$ cat config.mk
export PLATFORM = sky130hd
export DESIGN_NAME = fixed_point_newton_sqrt
export DESIGN_NICKNAME = d
export VERILOG_FILES = /design/src/design/fpns_pkg.sv /design/src/design/fpns_isqrt.sv /design/src/design/fpns_div.sv /design/src/design/fixed_point_newton_sqrt.sv
export SDC_FILE = /design/constraint.sdc
export NUM_CORES = 1
export LEC_CHECK = 0
export ABC_CLOCK_PERIOD_IN_PS = 3380
export BUFFER_PORTS_ARGS = -buffer_cell sky130_fd_sc_hd__buf_4
export CELL_PAD_IN_SITES_DETAIL_PLACEMENT = 0
export CELL_PAD_IN_SITES_GLOBAL_PLACEMENT = 1
export CORE_MARGIN = 1.5
export CORE_UTILIZATION = 43
export CTS_CLUSTER_DIAMETER = 30
export DETAILED_ROUTE_END_ITERATION = 7
export HOLD_SLACK_MARGIN = 0.15
export PLACE_DENSITY_LB_ADDON = 0.12
export RECOVER_POWER = 25
export SLEW_MARGIN = 5
export SYNTH_ARGS = -nofsm -noshare
export SYNTH_HDL_FRONTEND = slang
export SYNTH_SLANG_ARGS = --single-unit
$ cat constraint.sdc
create_clock -name clk -period 3.38 [get_ports clk]
set_input_delay 0.338 -clock clk [delete_from_list [all_inputs] [get_ports clk]]
set_output_delay 0.338 -clock clk [all_outputs]
set_load 0.01 [all_outputs]
$ cat src/design/fpns_pkg.sv
// ----------------------------------------------------------------------------
// fpns_pkg: shared types and constants for the Newton square root
// Holds the fixed operand, root and guess widths and the status record
// that the serial units report to the sequencer.
// ----------------------------------------------------------------------------
`default_nettype none

package fpns_pkg;

    localparam int OPERAND_W = 32;
    localparam int ROOT_W    = 24;
    localparam int GUESS_W   = 32;

    typedef struct packed {
        logic busy;
        logic done;
    } unit_stat_t;

endpackage

`default_nettype wire

$ cat src/design/fpns_isqrt.sv
// ----------------------------------------------------------------------------
// fpns_isqrt: serial integer square root
// Digit-by-digit restoring square root that takes two bits of the value and
// yields one bit of the root per cycle.
// ----------------------------------------------------------------------------
`default_nettype none

module fpns_isqrt
    import fpns_pkg::*;
#(
    parameter int IN_W = 15
)
(
    input  wire logic                      clk,
    input  wire logic                      rst_n,
    input  wire logic                      start,
    input  wire logic [IN_W-1:0]           value,
    output unit_stat_t                     stat,
    output logic      [(IN_W+1)/2-1:0]     root
);

    localparam int PAIRS = (IN_W + 1) / 2;
    localparam int SW    = 2 * PAIRS;
    localparam int REM_W = PAIRS + 3;
    localparam int CW    = $clog2(PAIRS + 1);

    logic [SW-1:0]    val_reg;
    logic [REM_W-1:0] rem_reg;
    logic [PAIRS-1:0] root_reg;
    logic [CW-1:0]    cnt_reg;
    logic             busy_reg;
    logic             done_reg;

    logic [REM_W-1:0] rem_sh;
    logic [REM_W-1:0] trial;
    logic             take;

    assign rem_sh = {rem_reg[REM_W-3:0], val_reg[SW-1:SW-2]};
    assign trial  = REM_W'({root_reg, 2'b01});
    assign take   = (rem_sh >= trial);

    always_ff @(posedge clk or negedge rst_n)
    begin
        if (!rst_n)
        begin
            busy_reg <= 1'b0;
            done_reg <= 1'b0;
            cnt_reg  <= '0;
        end
        else
        begin
            done_reg <= 1'b0;
            if (start)
            begin
                busy_reg <= 1'b1;
                cnt_reg  <= CW'(PAIRS);
            end
            else if (busy_reg)
            begin
                cnt_reg <= cnt_reg - 1'b1;
                if (cnt_reg == CW'(1))
                begin
                    busy_reg <= 1'b0;
                    done_reg <= 1'b1;
                end
            end
        end
    end

    always_ff @(posedge clk)
    begin
        if (start)
        begin
            val_reg  <= SW'(value);
            rem_reg  <= '0;
            root_reg <= '0;
        end
        else if (busy_reg)
        begin
            val_reg  <= {val_reg[SW-3:0], 2'b00};
            rem_reg  <= take ? (rem_sh - trial) : rem_sh;
            root_reg <= {root_reg[PAIRS-2:0], take};
        end
    end

    assign stat.busy = busy_reg;
    assign stat.done = done_reg;
    assign root      = root_reg;

endmodule

`default_nettype wire

$ cat src/design/fpns_div.sv
// ----------------------------------------------------------------------------
// fpns_div: serial restoring divider
// Shifts the dividend through the partial remainder one bit per cycle and
// shifts the quotient bits into the freed low end of the dividend register.
// ----------------------------------------------------------------------------
`default_nettype none

module fpns_div
    import fpns_pkg::*;
#(
    parameter int N_W = 47,
    parameter int D_W = 32
)
(
    input  wire logic             clk,
    input  wire logic             rst_n,
    input  wire logic             start,
    input  wire logic [N_W-1:0]   dividend,
    input  wire logic [D_W-1:0]   divisor,
    output unit_stat_t            stat,
    output logic      [N_W-1:0]   quotient
);

    localparam int CW = $clog2(N_W + 1);

    logic [N_W-1:0] num_reg;
    logic [D_W:0]   rem_reg;
    logic [D_W-1:0] den_reg;
    logic [CW-1:0]  cnt_reg;
    logic           busy_reg;
    logic           done_reg;

    logic [D_W:0]   rem_sh;
    logic           take;

    assign rem_sh = {rem_reg[D_W-1:0], num_reg[N_W-1]};
    assign take   = (rem_sh >= {1'b0, den_reg});

    always_ff @(posedge clk or negedge rst_n)
    begin
        if (!rst_n)
        begin
            busy_reg <= 1'b0;
            done_reg <= 1'b0;
            cnt_reg  <= '0;
        end
        else
        begin
            done_reg <= 1'b0;
            if (start)
            begin
                busy_reg <= 1'b1;
                cnt_reg  <= CW'(N_W);
            end
            else if (busy_reg)
            begin
                cnt_reg <= cnt_reg - 1'b1;
                if (cnt_reg == CW'(1))
                begin
                    busy_reg <= 1'b0;
                    done_reg <= 1'b1;
                end
            end
        end
    end

    always_ff @(posedge clk)
    begin
        if (start)
        begin
            num_reg <= dividend;
            rem_reg <= '0;
            den_reg <= (divisor == '0) ? D_W'(1) : divisor;
        end
        else if (busy_reg)
        begin
            num_reg <= {num_reg[N_W-2:0], take};
            rem_reg <= take ? (rem_sh - {1'b0, den_reg}) : rem_sh;
        end
    end

    assign stat.busy = busy_reg;
    assign stat.done = done_reg;
    assign quotient  = num_reg;

endmodule

`default_nettype wire

$ cat src/design/fixed_point_newton_sqrt.sv
// ----------------------------------------------------------------------------
// fixed_point_newton_sqrt: fixed-point square root by Newton iteration
// A serial integer root of the integer part seeds the guess, and a serial
// divider runs the Newton steps one after another.
// ----------------------------------------------------------------------------
//
// Channel   Ports                      Direction  Handshake
// input     start, busy, operand[31:0] in         taken when start and not busy
// result    done, root[23:0]           out        valid for the one cycle of done
//
// A positive item first runs the serial seed root, then NEWTON_STEPS
// divisions one after another; the serial divider gives one quotient bit
// per cycle. A zero or negative item gives its result on the next cycle
// with busy staying low. Reset is asynchronous and clears the sequencer;
// busy stays high while an item is at work, and the receiver cannot stall
// the result.
//
`default_nettype none

module fixed_point_newton_sqrt
    import fpns_pkg::*;
#(
    parameter int NEWTON_STEPS  = 5,
    parameter int FRACTION_BITS = 16
)
(
    input  wire logic                   clk,
    input  wire logic                   rst_n,
    input  wire logic                   start,
    input  wire logic [OPERAND_W-1:0]   operand,
    output logic                        busy,
    output logic                        done,
    output logic      [ROOT_W-1:0]      root
);

    localparam int X_W    = OPERAND_W - 1;
    localparam int INT_W  = X_W - FRACTION_BITS;
    localparam int SQ_W   = (INT_W + 1) / 2;
    localparam int N_W    = X_W + FRACTION_BITS;
    localparam int STEP_W = $clog2(NEWTON_STEPS + 1);
    localparam logic [GUESS_W-1:0] ONE = GUESS_W'(1) << FRACTION_BITS;

    typedef enum logic [1:0] {
        ST_IDLE,
        ST_SEED,
        ST_STEP
    } state_t;

    state_t              state_reg;
    logic [X_W-1:0]      x_reg;
    logic [GUESS_W-1:0]  y_reg;
    logic [STEP_W-1:0]   step_reg;
    logic                sq_start_reg;
    logic                dv_start_reg;
    logic                done_reg;
    logic [ROOT_W-1:0]   root_reg;

    unit_stat_t          sq_stat;
    unit_stat_t          dv_stat;
    logic [SQ_W-1:0]     sq_root;
    logic [N_W-1:0]      dv_quot;

    logic                non_pos;
    logic [GUESS_W-1:0]  y_seed;
    logic [GUESS_W:0]    y_sum;
    logic [GUESS_W-1:0]  y_next;

    assign non_pos = operand[OPERAND_W-1] || (operand == '0);
    assign y_seed  = (sq_root == '0) ? ONE
                                     : GUESS_W'({sq_root, {FRACTION_BITS{1'b0}}});
    assign y_sum   = {1'b0, y_reg} + {1'b0, dv_quot[GUESS_W-1:0]};
    assign y_next  = y_sum[GUESS_W:1];

    fpns_isqrt #(
        .IN_W (INT_W)
    ) u_isqrt (
        .clk   (clk),
        .rst_n (rst_n),
        .start (sq_start_reg),
        .value (x_reg[X_W-1:FRACTION_BITS]),
        .stat  (sq_stat),
        .root  (sq_root)
    );

    fpns_div #(
        .N_W (N_W),
        .D_W (GUESS_W)
    ) u_div (
        .clk      (clk),
        .rst_n    (rst_n),
        .start    (dv_start_reg),
        .dividend ({x_reg, {FRACTION_BITS{1'b0}}}),
        .divisor  (y_reg),
        .stat     (dv_stat),
        .quotient (dv_quot)
    );

    always_ff @(posedge clk or negedge rst_n)
    begin
        if (!rst_n)
        begin
            state_reg    <= ST_IDLE;
            sq_start_reg <= 1'b0;
            dv_start_reg <= 1'b0;
            done_reg     <= 1'b0;
            step_reg     <= '0;
            x_reg        <= '0;
            y_reg        <= '0;
            root_reg     <= '0;
        end
        else
        begin
            sq_start_reg <= 1'b0;
            dv_start_reg <= 1'b0;
            done_reg     <= 1'b0;
            case (state_reg)
                ST_IDLE:
                begin
                    if (start)
                    begin
                        if (non_pos)
                        begin
                            root_reg <= '0;
                            done_reg <= 1'b1;
                        end
                        else
                        begin
                            x_reg        <= operand[X_W-1:0];
                            sq_start_reg <= 1'b1;
                            state_reg    <= ST_SEED;
                        end
                    end
                end
                ST_SEED:
                begin
                    if (sq_stat.done)
                    begin
                        y_reg        <= y_seed;
                        step_reg     <= '0;
                        dv_start_reg <= 1'b1;
                        state_reg    <= ST_STEP;
                    end
                end
                ST_STEP:
                begin
                    if (dv_stat.done)
                    begin
                        y_reg <= y_next;
                        if (step_reg == STEP_W'(NEWTON_STEPS - 1))
                        begin
                            root_reg  <= y_next[ROOT_W-1:0];
                            done_reg  <= 1'b1;
                            state_reg <= ST_IDLE;
                        end
                        else
                        begin
                            step_reg     <= step_reg + 1'b1;
                            dv_start_reg <= 1'b1;
                        end
                    end
                end
                default:
                begin
                    state_reg <= ST_IDLE;
                end
            endcase
        end
    end

    assign busy = (state_reg != ST_IDLE);
    assign done = done_reg;
    assign root = root_reg;

    a_done_not_busy: assert property (@(posedge clk) disable iff (!rst_n)
        done |-> !busy)
        else $error("Result strobe while an item is still at work.");

    a_non_pos_zero: assert property (@(posedge clk) disable iff (!rst_n)
        (start && !busy && non_pos) |=> (done && (root == '0)))
        else $error("Non-positive item did not give a zero root on the next cycle.");

    a_pos_busy: assert property (@(posedge clk) disable iff (!rst_n)
        (start && !busy && !non_pos) |=> (busy && !done))
        else $error("Positive item did not start the sequencer.");

    a_units_exclusive: assert property (@(posedge clk) disable iff (!rst_n)
        !(sq_stat.busy && dv_stat.busy))
        else $error("Root unit and divider are both running.");

endmodule

`default_nettype wire

* Yosys cells after proc, flatten, opt, wreduce, memory -nomap -nowiden
Index checks and enable logic that the tools add are counted.
** Cells by class
- Mux-type cells :: 53
- Add/subtract/negate cells :: 6
- Div/mod/pow operators :: 0
- Reduce and logical (&&, ||, !) cells :: 15
- Bitwise operators :: 1
- Shift-type cells :: 0
- $lt $le $gt $ge :: 2
- Eq/ne operators :: 12
- Multiply operators :: 0
** Operators with widths (count)
- $mux W24 :: 5
- $mux W32 :: 3
- $mux W47 :: 2
- $logic_not A32 Y1 :: 2
- $pmux W32 S2 :: 1
- $pmux W24 S2 :: 1
- $add A32 B32 Y33 :: 1
- $ge A33 B32 Y1 :: 1
- $sub A32 B32 Y32 :: 1
- $mux W15 :: 2
- $mux W1 :: 22
- $mux W6 :: 2
- $ge A11 B10 Y1 :: 1
- $mux W2 :: 5
- $ne A2 B2 Y1 const B :: 5
- $reduce_and A5 Y1 :: 2
- $reduce_bool A2 Y1 :: 5
- $mux W3 :: 3
- $mux W9 :: 1
- $sub A9 B9 Y9 :: 1
- $logic_not A8 Y1 :: 1
- $mux W4 :: 2
- $eq A6 B1 Y1 const B :: 1
- $pmux W2 S3 :: 1
- 15 further kinds :: 18
** Word-level totals
- Bits in registers :: 253
- Logic and storage cells :: 111
- Output and inout bits :: 26
- Memory bits (writable) :: 0
- Bits in latches :: 0
- Input bits :: 35
- Memories kept :: 0
- ROM bits :: 0

* Longest topological paths before layout
- Depth in word-level cells :: 5
- Mapped depth :: 15
- Gate-level depth less buffers :: 13

* Cells and area by module
From an unflattened synthesis, not the netlist that was laid out.
** Unflattened totals
- Cell total of the unflattened synthesis :: 1441
- Area, all modules :: 14630.3 um^2
** By module, submodules not included
- fpns_div :: cells an instance 657, sequential area each 3213.1 um^2, instances 1, area each 6857.8 um^2
- fixed_point_newton_sqrt :: cells an instance 584, sequential area each 2377.3 um^2, instances 1, area each 5665.4 um^2
- fpns_isqrt :: cells an instance 200, sequential area each 960.9 um^2, instances 1, area each 2107.0 um^2

* Worst setup path after synthesis
Ideal clock, no wire load.
- Kind :: flip-flop to flip-flop
- Start point :: reg u_div.den_reg[1]
- End point :: reg u_div.rem_reg[10]
- Required time :: 3.294 ns
- Setup time :: 0.086 ns
- Buffers on the path :: 2
- Slack :: 0.701 ns
- Stages on the path, launching flop included :: 13
- Clock period less this slack :: 2.679 ns
- Data arrival time :: 2.593 ns
- Cell sequence :: edfxtp_1 -> inv_1 -> ha_1 -> nor2b_1 -> o31a_1 -> o211ai_2 -> o311ai_2 -> and3_1 -> or3_1 -> buf_6 -> buf_4 -> mux2i_1 -> a211oi_1
** On the way
- Word-level cells in the longest chain between the ends :: 2
- Elaborated cells on any way between the ends :: 3
- Classes of those cells :: add/sub: 1; order compare: 1; mux: 1
** RTL lines
- start: declaration :: line fpns_div.sv:28 : logic [D_W-1:0] den_reg;
- start signal: assignment :: line fpns_div.sv:73 : den_reg <= (divisor == '0) ? D_W'(1) : divisor;
- $sub A32 B32 Y32 or $ge A33 B32 Y1 (tied branches) :: line fpns_div.sv:78, fpns_div.sv:37
- $mux W32 (*) :: line fpns_div.sv:78 : rem_reg <= take ? (rem_sh - {1'b0, den_reg}) : rem_sh;
- end signal: assignment :: line fpns_div.sv:78
- end: declaration :: line fpns_div.sv:27 : logic [D_W:0] rem_reg;
Every way passes the cells marked *; elsewhere a longest branch is shown, timed or not.
A chain may end at the register's enable or synchronous reset.

* Worst setup path after layout
- Start point :: reg u_div.num_reg[46], in the netlist u_div.quotient[46]
- End point :: reg u_div.rem_reg[30]
** On the way
- Word-level cells in the longest chain between the ends :: 2
- Elaborated cells on any way between the ends :: 3
- Classes of those cells :: add/sub: 1; order compare: 1; mux: 1
** RTL lines
- start: declaration :: line fpns_div.sv:26 : logic [N_W-1:0] num_reg;
- start signal: assignment :: line fpns_div.sv:71 : num_reg <= dividend;
- start signal: assignment :: line fpns_div.sv:77 : num_reg <= {num_reg[N_W-2:0], take};
- $sub A32 B32 Y32 or $ge A33 B32 Y1 (tied branches) :: line fpns_div.sv:78, fpns_div.sv:37
- $mux W32 (*) :: line fpns_div.sv:78
Marked as above.

==> flow_summary_export.csv <==
group,metric,value,unit
floorplan,rows,65,
run_status,failed_checks,"capacitance limit, slew limit",
timing,period_share,91.06,%
logic_synthesis,ys_warn_count,0,
cts,clockBufferDepth,3,
setup_path,reg2reg_depth,13,
setup_path,critical_path.max_fanout,6,
cts,numCtsBuffers,61,
global_route,grt_max_degree,79,
pwr,clockPowerShare,35.7,%
place,portBuffers,60,
timing,post-route-min-period,3.078,ns
logic_synthesis,ys_types,78,
pwr,p_sw_share,35.18,%
cts,postCtsSetupRepairBufs,0,
pwr,p_leak,0.007449,µW
cts,cts_tree,"yes",
global_route,grt_usage,20.96,%
floorplan,core,31720,µm²
logic_synthesis,synthArstFlopShare,43.08,%
logic_synthesis,synth_ff_type,"dfrtp_1",
logic_synthesis,yosys-top-cells-area,"dfrtp_1, edfxtp_1, dfxtp_1",
logic_synthesis,synth_edf_count,78,
setup_path,critPathLaunch,"u_div.quotient[46]",
timing,clock.fmax,0.3249,GHz
setup_path,worstSetupPathType,"reg -> reg",
layout,largest_reg_flops,47,
setup_path,setup.worst_path.start_class,"flip-flop",
pwr,power_density,1018,nW/µm²
pwr,p_sw,6185,µW
pwr,ir_worst_vdd,0.5060,mV
worst_hold_path,whs_path_depth,4,
setup_path,timing.rr.start,"u_div.quotient[46]",
cts,insertion_delay,0.58,ns
setup_path,crit_path_end_kind,"flip-flop",
setup_path,r2r_slack,0.30,ns
drt,first_iter_violations,591,
floorplan,start_util,43.95,%
timing,slew_headroom,-32.44,%
drt,dr_total_vias,10510,
logic_synthesis,netlist_area,13940,µm²
cts,clk_pin_slew,0.05,ns
pwr,power_frac_seq,28.4,%
layout,diodes,0,
layout,mostFrequentLayoutCells,"nor2_1, nand2_1, dfrtp_1",
logic_synthesis,synthesis.nets,1528,
drt,ant_nets,0,
timing,rsz0062_at_grt,"no",
layout,final_common_cell,"nor2_1",
timing,fin_skew,0.01350,ns
place,gp_congestion,0.8052,
pwr,p_comb_share,35.9,%
floorplan,fp.dieW,183.1,µm
layout,finish.utilization,54.45,%
global_route,grt_pass1_wl,56010,µm
timing,worst_pin_slew,1.987,ns
worst_hold_path,hold_path_end,"done",
timing,finalHoldViolCount,0,
worst_hold_path,min_from,"operand[31]",
job,maxCapViolations,3,
drt,dr.pass1.iters,5,
timing,tns,0,ns
setup_path,required,3.82,ns
drt,avgViaCountPerCell,5.385,
layout,nNetsFinal,1616,
run_status,status,"finished with violations",
logic_synthesis,synth_cells,1409,
layout,n_fill_cell,2879,
cts,cts.htree.levels,2,
global_route,grt_overflow_total,0,
timing,setup_violations,0,
layout,drive_gt1_share,17.42,%
drt,wirelength,34160,µm
logic_synthesis,ys_seq_area_share,45.84,%
timing,timing_max_transition_violations_final,152,
cts,root_buffer,"clkbuf_16",
setup_path,arrival,3.52,ns
drt,remaining_drc_errors,0,
drt,routedWlPerCell,17.50,µm
logic_synthesis,avgSynthCellArea,9.894,µm²
floorplan,die_y,183.1,µm
global_route,first_global_vias,10590,
cts,clock_sinks,253,
layout,area_growth_syn_to_layout,23.88,%
setup_path,r2r-end,"u_div.rem_reg[30]",
place,hpwl,23920,µm
global_route,antenna_found_initial,0,
logic_synthesis,yosys.area.top_type,"dfrtp_1",
floorplan,dieArea,33510,µm²
logic_synthesis,yosysTopAreaCellShare,19.57,%
floorplan,ios,61,
logic_synthesis,ys_ff_latch,253,
pwr,internal-power,11400,µW
worst_hold_path,hp-class,"in -> reg",
## cell families (layout without fill, tap and decap cells)
group | count (synthesis) | after routing | share of synthesized area (%)
flip-flops | 253 | 253 | 45.84
adder cells (fa/ha/maj) | 84 | 84 | 7.647
multiplexers | 90 | 90 | 6.866
AND/OR/NAND/NOR | 382 | 382 | 12.50
XOR/XNOR | 64 | 64 | 4.021
buffers and inverters | 168 | 309 | 4.838
AO/OA/AOI/OAI | 368 | 368 | 18.28
## final cells by class
type	instances	area [µm²]	area share (%)
inverters	75	281.5	1.630
clock buffers	69	1588	9.194
well taps	402	503.0	2.912
clock inverters	47	654.4	3.789
multi-input cells	988	6883	39.85
flip-flops and latches	253	6392	37.01
repair buffers	118	968.4	5.607
## worst max path at each step
stage                             end  slack, ns  depth (start not counted)
floorplan           u_div.rem_reg[10]       0.70                         12
global placement    u_div.rem_reg[13]       0.27                         11
detailed placement  u_div.rem_reg[13]       0.14                         11
CTS                 u_div.rem_reg[13]       0.13                         11
global route        u_div.rem_reg[30]       0.08                         13
finish              u_div.rem_reg[30]       0.30                         13
## power by group through the flow
stage / clock network (µW) / registers [µW] / logic (µW)
global placement: 0 / 5010 / 6230
global route: 6530 / 5110 / 7140
detailed placement: 0 / 5020 / 6280
floorplan: 0 / 4730 / 5100
CTS: 6380 / 4990 / 6370
finish: 6270 / 4990 / 6320
## critical path, stage by stage (launching register included)
cell and delay (ns):
edfxtp_1 0.36, inv_1 0.06, ha_1 0.22, fa_1 0.40, nor2b_1 0.18, o31a_1 0.21
nor3_2 0.06, o21ai_2 0.34, a311o_1 0.26, a31oi_2 0.15, o31ai_1 0.28, xor2_1 0.12
a221oi_2 0.24, nor2_1 0.05
## layer usage
| layer | GRT usage, % | up-vias | part of all wire, % |
|---|---|---|---|
| met5 | 0 | - | 0 |
| met4 | 6.000 | 0 | 2.2 |
| met3 | 3.535 | 56 | 4.1 |
| met2 | 33.84 | 204 | 46 |
| met1 | 28.98 | 4982 | 48 |
| li1 | - | 5270 | - |
## metrics by stage
step                      total power, µW  std cells  setup WS (ns)  hold slack (ns)  instance area, µm²
after floorplan                      9833       1409         0.7013          0.04241               13940
after global placement              11240       1803         0.2668           0.4665               14720
after detailed placement            11300       1803         0.1420           0.4758               14720
after CTS                           17740       1952         0.1333           0.2507               17300
after global routing                18790       1952        0.08482           0.2750               17270
final                               17580       1952         0.3021           0.2658               17270
## synth_stat cells, types with 3 or more instances
cell type,number
or3_1,3
o31a_1,4
and3_1,9
or2_2,3
o21bai_1,9
ha_1,82
buf_1,5
nand2_1,123
nand2b_1,18
xor2_1,32
a221o_1,3
o21ai_0,79
o22ai_1,5
o21ai_1,19
xnor2_1,32
clkbuf_1,80
o211ai_1,5
nor3_1,12
a21oi_2,5
edfxtp_1,78
o21ai_2,3
a31oi_1,5
a21oi_1,67
nand4_1,17
a21o_1,36
a31o_1,3
nand3_1,22
dfrtp_1,109
and2_1,6
nor2_1,127
o21a_1,11
mux2_2,45
a21boi_0,3
nor4_1,20
buf_6,5
a211oi_2,8
dfxtp_1,66
a22o_1,30
o31ai_1,11
mux2i_1,45
nor2b_1,12
inv_1,73
a211oi_1,33
## timing repair
action	CTS	global route
setup endpoints to repair	0	10
resized for setup	0	1
hold endpoints to repair	92	0
hold buffers	33	0
Note: power is estimated with default switching activity, not from simulation.
